## src/hw/rtl/rtfc_pkg.sv

```systemverilog
`timescale 1ns / 1ps
// ----------------------------------------------------------------------------
// rtfc_pkg
// shared types, opcodes and status codes of the region table fault check
// ----------------------------------------------------------------------------
package rtfc_pkg;

   localparam int MAX_REGIONS_DEF = 16;

   localparam int REQ_W  = 200;   // 197 payload bits padded to bytes
   localparam int RSP_W  = 72;    // 69 payload bits padded to bytes
   localparam int ADDR_W = 64;

   localparam logic [ADDR_W-1:0] PAGE_MASK = 64'hffff_ffff_ffff_f000;

   localparam logic [1:0] OP_CLEAR  = 2'd0;
   localparam logic [1:0] OP_INSERT = 2'd1;
   localparam logic [1:0] OP_FAULT  = 2'd2;

   localparam logic [2:0] ST_OK        = 3'd0;
   localparam logic [2:0] ST_ZERO_SIZE = 3'd1;
   localparam logic [2:0] ST_FULL      = 3'd2;
   localparam logic [2:0] ST_NO_REGION = 3'd3;
   localparam logic [2:0] ST_READ_ONLY = 3'd4;

   typedef struct packed {
      logic              user;
      logic              writable;
      logic [ADDR_W-1:0] end_addr;
      logic [ADDR_W-1:0] start_addr;
   } entry_type;

   typedef struct packed {
      logic [1:0]        op;
      logic [ADDR_W-1:0] region_start;
      logic [ADDR_W-1:0] region_size;
      logic              region_writable;
      logic              region_user;
      logic [ADDR_W-1:0] fault_address;
      logic              fault_is_write;
   } req_type;

   typedef struct packed {
      logic [2:0]        status;
      logic [ADDR_W-1:0] page_base;
      logic              map_writable;
      logic              map_user;
   } rsp_type;

endpackage

```

## src/hw/rtl/rtfc_table_mem.sv

```systemverilog
`timescale 1ns / 1ps
// ----------------------------------------------------------------------------
// rtfc_table_mem
// region entry memory, one write port and one registered read port
// ----------------------------------------------------------------------------
module rtfc_table_mem #(
   parameter int DEPTH = rtfc_pkg::MAX_REGIONS_DEF,
   parameter int IDX_W = (DEPTH > 1) ? $clog2(DEPTH) : 1
) (
   input  logic                clock,
   input  logic                wr_en,
   input  logic [IDX_W-1:0]    wr_idx,
   input  rtfc_pkg::entry_type wr_data,
   input  logic [IDX_W-1:0]    rd_idx,
   output rtfc_pkg::entry_type rd_data
);
   import rtfc_pkg::*;

   entry_type mem [DEPTH];
   entry_type rd_data_ff;

   always_ff @(posedge clock) begin
      if (wr_en) begin
         mem[wr_idx] <= wr_data;
      end
   end

   always_ff @(posedge clock) begin
      rd_data_ff <= mem[rd_idx];
   end

   assign rd_data = rd_data_ff;

endmodule

```

## src/hw/rtl/rtfc_ctrl.sv

```systemverilog
`timescale 1ns / 1ps
// ----------------------------------------------------------------------------
// rtfc_ctrl
// operation sequencer: walks the region memory one entry per cycle
// ----------------------------------------------------------------------------
module rtfc_ctrl #(
   parameter int MAX_REGIONS = rtfc_pkg::MAX_REGIONS_DEF,
   parameter int IDX_W = (MAX_REGIONS > 1) ? $clog2(MAX_REGIONS) : 1,
   parameter int CNT_W = $clog2(MAX_REGIONS + 1)
) (
   input  logic                clock,
   input  logic                reset,
   input  logic                req_valid,
   output logic                req_ready,
   input  rtfc_pkg::req_type   req,
   output logic                mem_we,
   output logic [IDX_W-1:0]    mem_waddr,
   output rtfc_pkg::entry_type mem_wdata,
   output logic [IDX_W-1:0]    mem_raddr,
   input  rtfc_pkg::entry_type mem_rdata,
   input  logic                out_free,
   output logic                res_valid,
   output rtfc_pkg::rsp_type   res
);
   import rtfc_pkg::*;

   localparam logic [2:0] S_IDLE    = 3'd0;
   localparam logic [2:0] S_INS_CMP = 3'd1;
   localparam logic [2:0] S_INS_WR  = 3'd2;
   localparam logic [2:0] S_FLT_CMP = 3'd3;
   localparam logic [2:0] S_DONE    = 3'd4;

   localparam logic [CNT_W-1:0] CNT_MAX = CNT_W'(MAX_REGIONS);

   logic [2:0]        state_ff, state_in;
   logic [IDX_W-1:0]  idx_ff, idx_in;
   logic [CNT_W-1:0]  count_ff, count_in;
   entry_type         new_ff, new_in;
   logic [ADDR_W-1:0] addr_ff, addr_in;
   logic              wr_ff, wr_in;
   rsp_type           res_ff, res_in;

   logic [CNT_W-1:0]  cnt_m1;
   logic              accept;
   logic              moves;
   logic              hit;

   assign cnt_m1 = count_ff - 1'b1;
   assign accept = req_valid && req_ready;
   assign req_ready = (state_ff == S_IDLE);

   // entry goes behind the new region (first entry uses strict compare)
   assign moves = (idx_ff == '0) ? (new_ff.start_addr < mem_rdata.start_addr)
                                 : (mem_rdata.start_addr >= new_ff.start_addr);
   assign hit = (addr_ff >= mem_rdata.start_addr) && (addr_ff < mem_rdata.end_addr);

   always_comb begin
      state_in  = state_ff;
      idx_in    = idx_ff;
      count_in  = count_ff;
      new_in    = new_ff;
      addr_in   = addr_ff;
      wr_in     = wr_ff;
      res_in    = res_ff;
      mem_we    = 1'b0;
      mem_waddr = idx_ff;
      mem_wdata = new_ff;
      mem_raddr = '0;
      res_valid = 1'b0;
      case (state_ff)
         S_IDLE: begin
            if (req.op == OP_INSERT) begin
               mem_raddr = cnt_m1[IDX_W-1:0];
            end
            if (accept) begin
               new_in.start_addr = req.region_start;
               new_in.end_addr   = req.region_start + req.region_size;
               new_in.writable   = req.region_writable;
               new_in.user       = req.region_user;
               addr_in           = req.fault_address;
               wr_in             = req.fault_is_write;
               res_in            = '0;
               res_in.status     = ST_OK;
               state_in          = S_DONE;
               case (req.op)
                  OP_CLEAR: begin
                     count_in = '0;
                  end
                  OP_INSERT: begin
                     if (req.region_size == '0) begin
                        res_in.status = ST_ZERO_SIZE;
                     end else if (count_ff >= CNT_MAX) begin
                        res_in.status = ST_FULL;
                     end else if (count_ff == '0) begin
                        idx_in   = '0;
                        state_in = S_INS_WR;
                     end else begin
                        idx_in   = cnt_m1[IDX_W-1:0];
                        state_in = S_INS_CMP;
                     end
                  end
                  OP_FAULT: begin
                     if (count_ff == '0) begin
                        res_in.status = ST_NO_REGION;
                     end else begin
                        idx_in   = '0;
                        state_in = S_FLT_CMP;
                     end
                  end
                  default: begin
                     state_in = S_DONE;
                  end
               endcase
            end
         end
         S_INS_CMP: begin
            mem_we    = 1'b1;
            mem_waddr = idx_ff + 1'b1;
            if (moves) begin
               // shift one slot up, keep walking down
               mem_wdata = mem_rdata;
               if (idx_ff == '0) begin
                  state_in = S_INS_WR;
               end else begin
                  idx_in    = idx_ff - 1'b1;
                  mem_raddr = idx_ff - 1'b1;
               end
            end else begin
               mem_wdata = new_ff;
               count_in  = count_ff + 1'b1;
               state_in  = S_DONE;
            end
         end
         S_INS_WR: begin
            mem_we    = 1'b1;
            mem_waddr = idx_ff;
            mem_wdata = new_ff;
            count_in  = count_ff + 1'b1;
            state_in  = S_DONE;
         end
         S_FLT_CMP: begin
            if (hit) begin
               state_in = S_DONE;
               if (wr_ff && !mem_rdata.writable) begin
                  res_in.status = ST_READ_ONLY;
               end else begin
                  res_in.page_base    = addr_ff & PAGE_MASK;
                  res_in.map_writable = mem_rdata.writable;
                  res_in.map_user     = mem_rdata.user;
               end
            end else if ((CNT_W'(idx_ff) + 1'b1) == count_ff) begin
               res_in.status = ST_NO_REGION;
               state_in      = S_DONE;
            end else begin
               idx_in    = idx_ff + 1'b1;
               mem_raddr = idx_ff + 1'b1;
            end
         end
         S_DONE: begin
            res_valid = out_free;
            if (out_free) begin
               state_in = S_IDLE;
            end
         end
         default: begin
            state_in = S_IDLE;
         end
      endcase
   end

   always_ff @(posedge clock) begin
      if (reset) begin
         state_ff <= S_IDLE;
         count_ff <= '0;
      end else begin
         state_ff <= state_in;
         count_ff <= count_in;
      end
   end

   always_ff @(posedge clock) begin
      idx_ff  <= idx_in;
      new_ff  <= new_in;
      addr_ff <= addr_in;
      wr_ff   <= wr_in;
      res_ff  <= res_in;
   end

   assign res = res_ff;

   a_count_bound: assert property (@(posedge clock) disable iff (reset)
      count_ff <= CNT_MAX)
      else $error("region count above table depth");

   a_done_to_idle: assert property (@(posedge clock) disable iff (reset)
      res_valid |=> state_ff == S_IDLE)
      else $error("sequencer not idle after result");

   a_write_in_range: assert property (@(posedge clock) disable iff (reset)
      mem_we |-> CNT_W'(mem_waddr) <= count_ff)
      else $error("table write past end of occupied entries");

   a_clear_empties: assert property (@(posedge clock) disable iff (reset)
      accept && req.op == OP_CLEAR |=> count_ff == '0)
      else $error("clear did not empty the table");

endmodule

```

## src/hw/rtl/region_table_fault_check_core.sv

```systemverilog
`timescale 1ns / 1ps
// ----------------------------------------------------------------------------
// region_table_fault_check_core
// sorted address region table with insert, clear and fault lookup
// ----------------------------------------------------------------------------
// usage:
//   req_* carries one operation per beat (clear, insert region, fault lookup);
//   rsp_* returns exactly one result beat per request, in request order.
//   regions live in a single memory with a registered read; the
//   sequencer visits one entry per cycle.
// sequencing of a request:
//   clear, rejected insert, lookup in empty table, unused op: no table walk
//   insert into a non-empty table: walks down from the last entry, shifting
//   entries up one slot until the slot of the new region is found
//   fault: walks up from the first entry to the first match or the last entry
//   one request is worked at a time; the next request is taken only once
//   the sequencer has passed its result on and is idle again
// reset: clears the region count (table empty) and drops any pending result;
//   memory contents are never used before being written
// stall: a finished result sits in the output register; the sequencer takes
//   the next request meanwhile and holds its own result until the register
//   frees up
// ----------------------------------------------------------------------------
module region_table_fault_check_core #(
   parameter int MAX_REGIONS = rtfc_pkg::MAX_REGIONS_DEF
) (
   input  logic                       clock,
   input  logic                       reset,
   input  logic                       req_tvalid,
   output logic                       req_tready,
   // op[1:0], region_start[65:2], region_size[129:66], region_writable[130],
   // region_user[131], fault_address[195:132], fault_is_write[196], zero pad
   input  logic [rtfc_pkg::REQ_W-1:0] req_tdata,
   output logic                       rsp_tvalid,
   input  logic                       rsp_tready,
   // status[2:0], page_base[66:3], map_writable[67], map_user[68], zero pad
   output logic [rtfc_pkg::RSP_W-1:0] rsp_tdata
);
   import rtfc_pkg::*;

   localparam int IDX_W = (MAX_REGIONS > 1) ? $clog2(MAX_REGIONS) : 1;
   localparam int CNT_W = $clog2(MAX_REGIONS + 1);

   req_type          req;
   logic             mem_we;
   logic [IDX_W-1:0] mem_waddr;
   entry_type        mem_wdata;
   logic [IDX_W-1:0] mem_raddr;
   entry_type        mem_rdata;
   logic             res_valid;
   rsp_type          res;
   logic             out_free;

   logic             rsp_valid_ff, rsp_valid_in;
   rsp_type          rsp_data_ff;

   // unpack the request beat
   assign req.op              = req_tdata[1:0];
   assign req.region_start    = req_tdata[65:2];
   assign req.region_size     = req_tdata[129:66];
   assign req.region_writable = req_tdata[130];
   assign req.region_user     = req_tdata[131];
   assign req.fault_address   = req_tdata[195:132];
   assign req.fault_is_write  = req_tdata[196];

   rtfc_table_mem #(
      .DEPTH (MAX_REGIONS),
      .IDX_W (IDX_W)
   ) u_mem (
      .clock   (clock),
      .wr_en   (mem_we),
      .wr_idx  (mem_waddr),
      .wr_data (mem_wdata),
      .rd_idx  (mem_raddr),
      .rd_data (mem_rdata)
   );

   rtfc_ctrl #(
      .MAX_REGIONS (MAX_REGIONS),
      .IDX_W       (IDX_W),
      .CNT_W       (CNT_W)
   ) u_ctrl (
      .clock     (clock),
      .reset     (reset),
      .req_valid (req_tvalid),
      .req_ready (req_tready),
      .req       (req),
      .mem_we    (mem_we),
      .mem_waddr (mem_waddr),
      .mem_wdata (mem_wdata),
      .mem_raddr (mem_raddr),
      .mem_rdata (mem_rdata),
      .out_free  (out_free),
      .res_valid (res_valid),
      .res       (res)
   );

   // output register: free when empty or being drained this cycle
   assign out_free     = !rsp_valid_ff || rsp_tready;
   assign rsp_valid_in = res_valid || (rsp_valid_ff && !rsp_tready);

   always_ff @(posedge clock) begin
      if (reset) begin
         rsp_valid_ff <= 1'b0;
      end else begin
         rsp_valid_ff <= rsp_valid_in;
      end
   end

   always_ff @(posedge clock) begin
      if (res_valid) begin
         rsp_data_ff <= res;
      end
   end

   assign rsp_tvalid = rsp_valid_ff;
   assign rsp_tdata  = {3'b000, rsp_data_ff.map_user, rsp_data_ff.map_writable,
                        rsp_data_ff.page_base, rsp_data_ff.status};

   a_no_overwrite: assert property (@(posedge clock) disable iff (reset)
      rsp_valid_ff && !rsp_tready |-> !res_valid)
      else $error("result loaded over a stalled beat");

   a_ok_base_aligned: assert property (@(posedge clock) disable iff (reset)
      rsp_valid_ff |-> rsp_data_ff.page_base[11:0] == 12'h000)
      else $error("page base not page aligned");

   a_err_no_map: assert property (@(posedge clock) disable iff (reset)
      rsp_valid_ff && rsp_data_ff.status != ST_OK |->
         !rsp_data_ff.map_writable && !rsp_data_ff.map_user)
      else $error("mapping bits set on an error result");

endmodule

```

## config.mk

```make
export PLATFORM = sky130hd
export DESIGN_NAME = region_table_fault_check_core
export DESIGN_NICKNAME = d
export VERILOG_FILES = /design/src/hw/rtl/rtfc_pkg.sv /design/src/hw/rtl/rtfc_table_mem.sv /design/src/hw/rtl/rtfc_ctrl.sv /design/src/hw/rtl/region_table_fault_check_core.sv
export SDC_FILE = /design/constraint.sdc
export NUM_CORES = 2
export LEC_CHECK = 0
export ABC_CLOCK_PERIOD_IN_PS = 8600
export BUFFER_PORTS_ARGS = -buffer_cell sky130_fd_sc_hd__buf_2
export CELL_PAD_IN_SITES_DETAIL_PLACEMENT = 1
export CELL_PAD_IN_SITES_GLOBAL_PLACEMENT = 1
export CORE_AREA = 2 2 591 593
export DETAILED_ROUTE_END_ITERATION = 6
export DIE_AREA = 0 0 593 595
export GPL_TIMING_DRIVEN = 0
export PLACE_DENSITY = 0.51
export REMOVE_ABC_BUFFERS = 1
export SLEW_MARGIN = 30
export SYNTH_ARGS = -nofsm -noshare
export SYNTH_HDL_FRONTEND = slang
export SYNTH_SLANG_ARGS = --single-unit
```

## constraint.sdc

```tcl
create_clock -name clock -period 8.6 [get_ports clock]
set_clock_uncertainty 0.15 [all_clocks]
set_input_delay 2.15 -clock clock [delete_from_list [all_inputs] [get_ports clock]]
set_output_delay 2.15 -clock clock [all_outputs]
set_load 0.01 [all_outputs]
```

==> results.md <==
* Final core utilization at 37.3%
* RSZ-0062 raised after global routing: no
* DRC Markers at 0
* Post-DP Area at 0.120 mm^2
* Hold_ws at 0.265 ns
* Die width at 593 um
* Die area at 0.353 mm^2
* P_int at 23.3 mW
* Hold Vio Cnt, Final at 0
* CTS clk-pin slew, worst paths at 0.06 ns
* Routed vias/inst at 5.23
* Ports at 278
* Share of cells above drive strength 1 at 18.1%
* Slew Viols, Final at 0
* Worst path arrival time at 8.04 ns
* WP data required at 9.24 ns
* WL/cell at 30.1 um
* Synthesized area per cell at 14.3 um^2
* # resized after CTS at 0
* Die Ht at 595 um
* Ys async rst share at 0%
* Iter 0 DRT Violations at 5115
* Metal-1 WL at 164000 um
* Final wirelength at 383000 um
* H-tree Lvls at 5
* Switch Pwr at 8.30 mW
* Later-pin clock latency in the skew report at 0.93 ns
* Final period utilization at 86.1%
* Syn Std Cell Area at 0.104 mm^2
* Final layout net count at 8328
* Number of synthesized flops with an enable pin at 2393
* #FFs+latches synth at 2532
* GRT overflow at 0
* All-layer global routing usage at 21.3%
* CTS Buf Count at 298
* Routed vias at 66500
* CTS tree: done
* Relative slew slack at 28.7%
* Max Root-Sink Buffers at 4
* Mapped Cells at 7224
* Hold crit path type: register to register
* Seq/Total Area, Yosys at 72.1%
* Starting density of the core at 29.8%
* Final min period at 7.41 ns
* Drt pass-1 iters at 5
* Power Dens Cells at 244 mW/mm^2
* Largest net degree at the start of global routing at 64
* Design Power at 31.6 mW
* Switching Share at 26.2%
* Post-synth cell types at 76
* CP endpoint kind: register
* Core area at 0.347 mm^2
* Register Area at 0.0746 mm^2
* Clock Power Share at 40.4%
* Status: finished, final reports clean
* First-pass GRT wire length at 535000 um
* Post-CTS setup buffer count at 0
* Root Buffer: clkbuf_16
* Routed wl met2 at 190000 um
* Max-cap violations at 0
* Startpoint class of the critical path: register
* Synth Flop Type: edfxtp_1
* I/O Buffers at 259
* Fillers at 35300
* Number of setup violations in the final report at 0
* LEAKAGE at 46.3 nW
* Fmax at 135 MHz
* Max Used Layer: met4
* Multi-input gate area at 0.0268 mm^2
* Post-route antenna net violation count at 0
* CTS Sinks at 2532
* Vias in the first global route at 68900
* Critical path peak fanout at 25
* Cell area after layout at 0.129 mm^2
* Metal3 WL at 16700 um
* Flop pwr share at 45.8%
* Power share of the combinational group at 13.7%
* Final GP Congestion at 0.779
* Max VDD drop at 0.129 mV
* Core Rows at 217
* Synthesis-to-layout area growth at 25.0%
* # hold bufs at CTS at 0
* Worst setup margin at 1.19 ns
* Synth Warn # at 0
* Setup WS pre-CTS at 0.595 ns
* Dpl hpwl at 274000 um
* Initial antenna violation count at 21
* Worst-Margin Slew at 1.06 ns
* Setup CP Type: register to register
power by group through the flow:
stage,Sequential [mW],Clock [mW],Combinational (mW)
floorplan,14.6,0,2.53
global placement,14.9,0,4.62
detailed placement,14.7,0,4.36
CTS,14.5,13.1,4.39
global route,14.5,13.5,4.71
finish,14.5,12.8,4.34
cells in the mapped netlist (47+ instances only):
master | instances | area (um^2)
a211oi_1 | 148 | 1110
ha_1 | 264 | 3300
and3_1 | 325 | 2030
o22ai_1 | 262 | 1640
a21o_1 | 60 | 450
nand2_1 | 1145 | 4300
a311oi_1 | 258 | 2260
and2_1 | 137 | 857
nand4_1 | 47 | 294
o21ai_1 | 97 | 485
nor3_1 | 157 | 786
dfxtp_1 | 139 | 2780
a211o_1 | 132 | 1160
mux2_4 | 70 | 1050
mux2_2 | 149 | 1680
xnor2_1 | 47 | 412
a21oi_1 | 169 | 846
clkbuf_1 | 326 | 1220
edfxtp_1 | 2393 | 71900
inv_1 | 164 | 616
o21ai_0 | 107 | 536
nor2_1 | 228 | 856
per-layer routing:
metal	GRT usage, %	vias up
met5	0	-
met4	6.81	0
met3	2.20	518
met2	36.7	1757
met1	27.9	35300
li1	-	29000
cell usage in the layout, fill, tap and decap left out, types with 147 or more instances in the layout:
master     instances
nor3_1           154
a21oi_1          168
inv_1            163
buf_2            282
edfxtp_1        2393
buf_16           269
and3_1           324
ha_1             264
o22ai_1          262
clkbuf_16        308
nand2_1         1141
mux2_2           149
nor2_1           211
a211oi_1         147
a311oi_1         258
layout make-up:
type                       count  area share [%]
sequential                  2532            57.7
multi-input combinational   4115            20.7
timing repair buffer         748            9.09
clock buffer                 420            6.55
tap                         4599            4.44
clock inverter               123            1.03
inverter                     164           0.481
antenna                        8          0.0155
kinds of logic (layout without fill, tap and decap cells):
kind of cell	count (synthesis)	in the layout	synth area share, %
flip-flops	2532	2532	72.1
XOR/XNOR	76	76	0.643
multiplexers	265	265	3.13
AND/OR/NAND/NOR	2157	2157	9.51
other	1	23	0.00362
buffers and inverters	591	1455	2.36
adder cells (fa/ha/maj)	265	265	3.21
AO/OA/AOI/OAI	1337	1337	9.06
worst max-delay path, stage by stage, from the launching register on:
cell	delay, ns
edfxtp_1	0.67
ha_1	0.32
a21oi_1	0.14
o21ai_1	0.31
a21oi_1	0.25
o211ai_1	0.28
buf_2	0.31
a211oi_2	0.60
o21ai_1	0.27
a41o_1	0.44
o31ai_4	0.57
buf_8	0.24
buf_8	0.17
buf_6	0.19
buf_6	0.20
buf_8	0.17
buf_6	0.19
buf_6	0.20
nand3_4	0.38
buf_16	0.35
buf_12	0.21
o22ai_1	0.19
nor3_1	0.07
a211o_1	0.28
metrics by stage:
stage / cells / TNS (ns)
6_report: 12700 / 0
5_1_grt: 12700 / 0
4_1_cts: 12700 / 0
3_5_place_dp: 12200 / 0
3_3_place_gp: 11700 / -
2_1_floorplan: 6811 / -3614.07
registers in the layout, summed over array words and instances (netlist names), 4 cells and up:
register,count
u_mem.mem,2080
u_ctrl.new_ff,130
u_mem.rd_data,130
u_ctrl.addr_ff,64
rsp_tdata,57
u_ctrl.res,57
u_ctrl.count_ff,5
u_ctrl.idx_ff,4
worst paths after layout:
kind / startpoint / end / slack [ns] / cells after the start
worst max-delay path: u_ctrl.addr_ff[36]$_DFFE_PP_ / u_mem.rd_data[24]$_DFF_P_ / 1.19 / 23
worst min-delay path: u_ctrl.res[50]$_SDFFCE_PN0P_ / rsp_tdata[51]$_DFFE_PP_ / 0.27 / 0
worst max register to register: u_ctrl.addr_ff[36]$_DFFE_PP_ / u_mem.rd_data[24]$_DFF_P_ / 1.19 / 23
worst min register to register: u_ctrl.res[50]$_SDFFCE_PN0P_ / rsp_tdata[51]$_DFFE_PP_ / 0.27 / 0
Power figures use the tool's default switching activity.
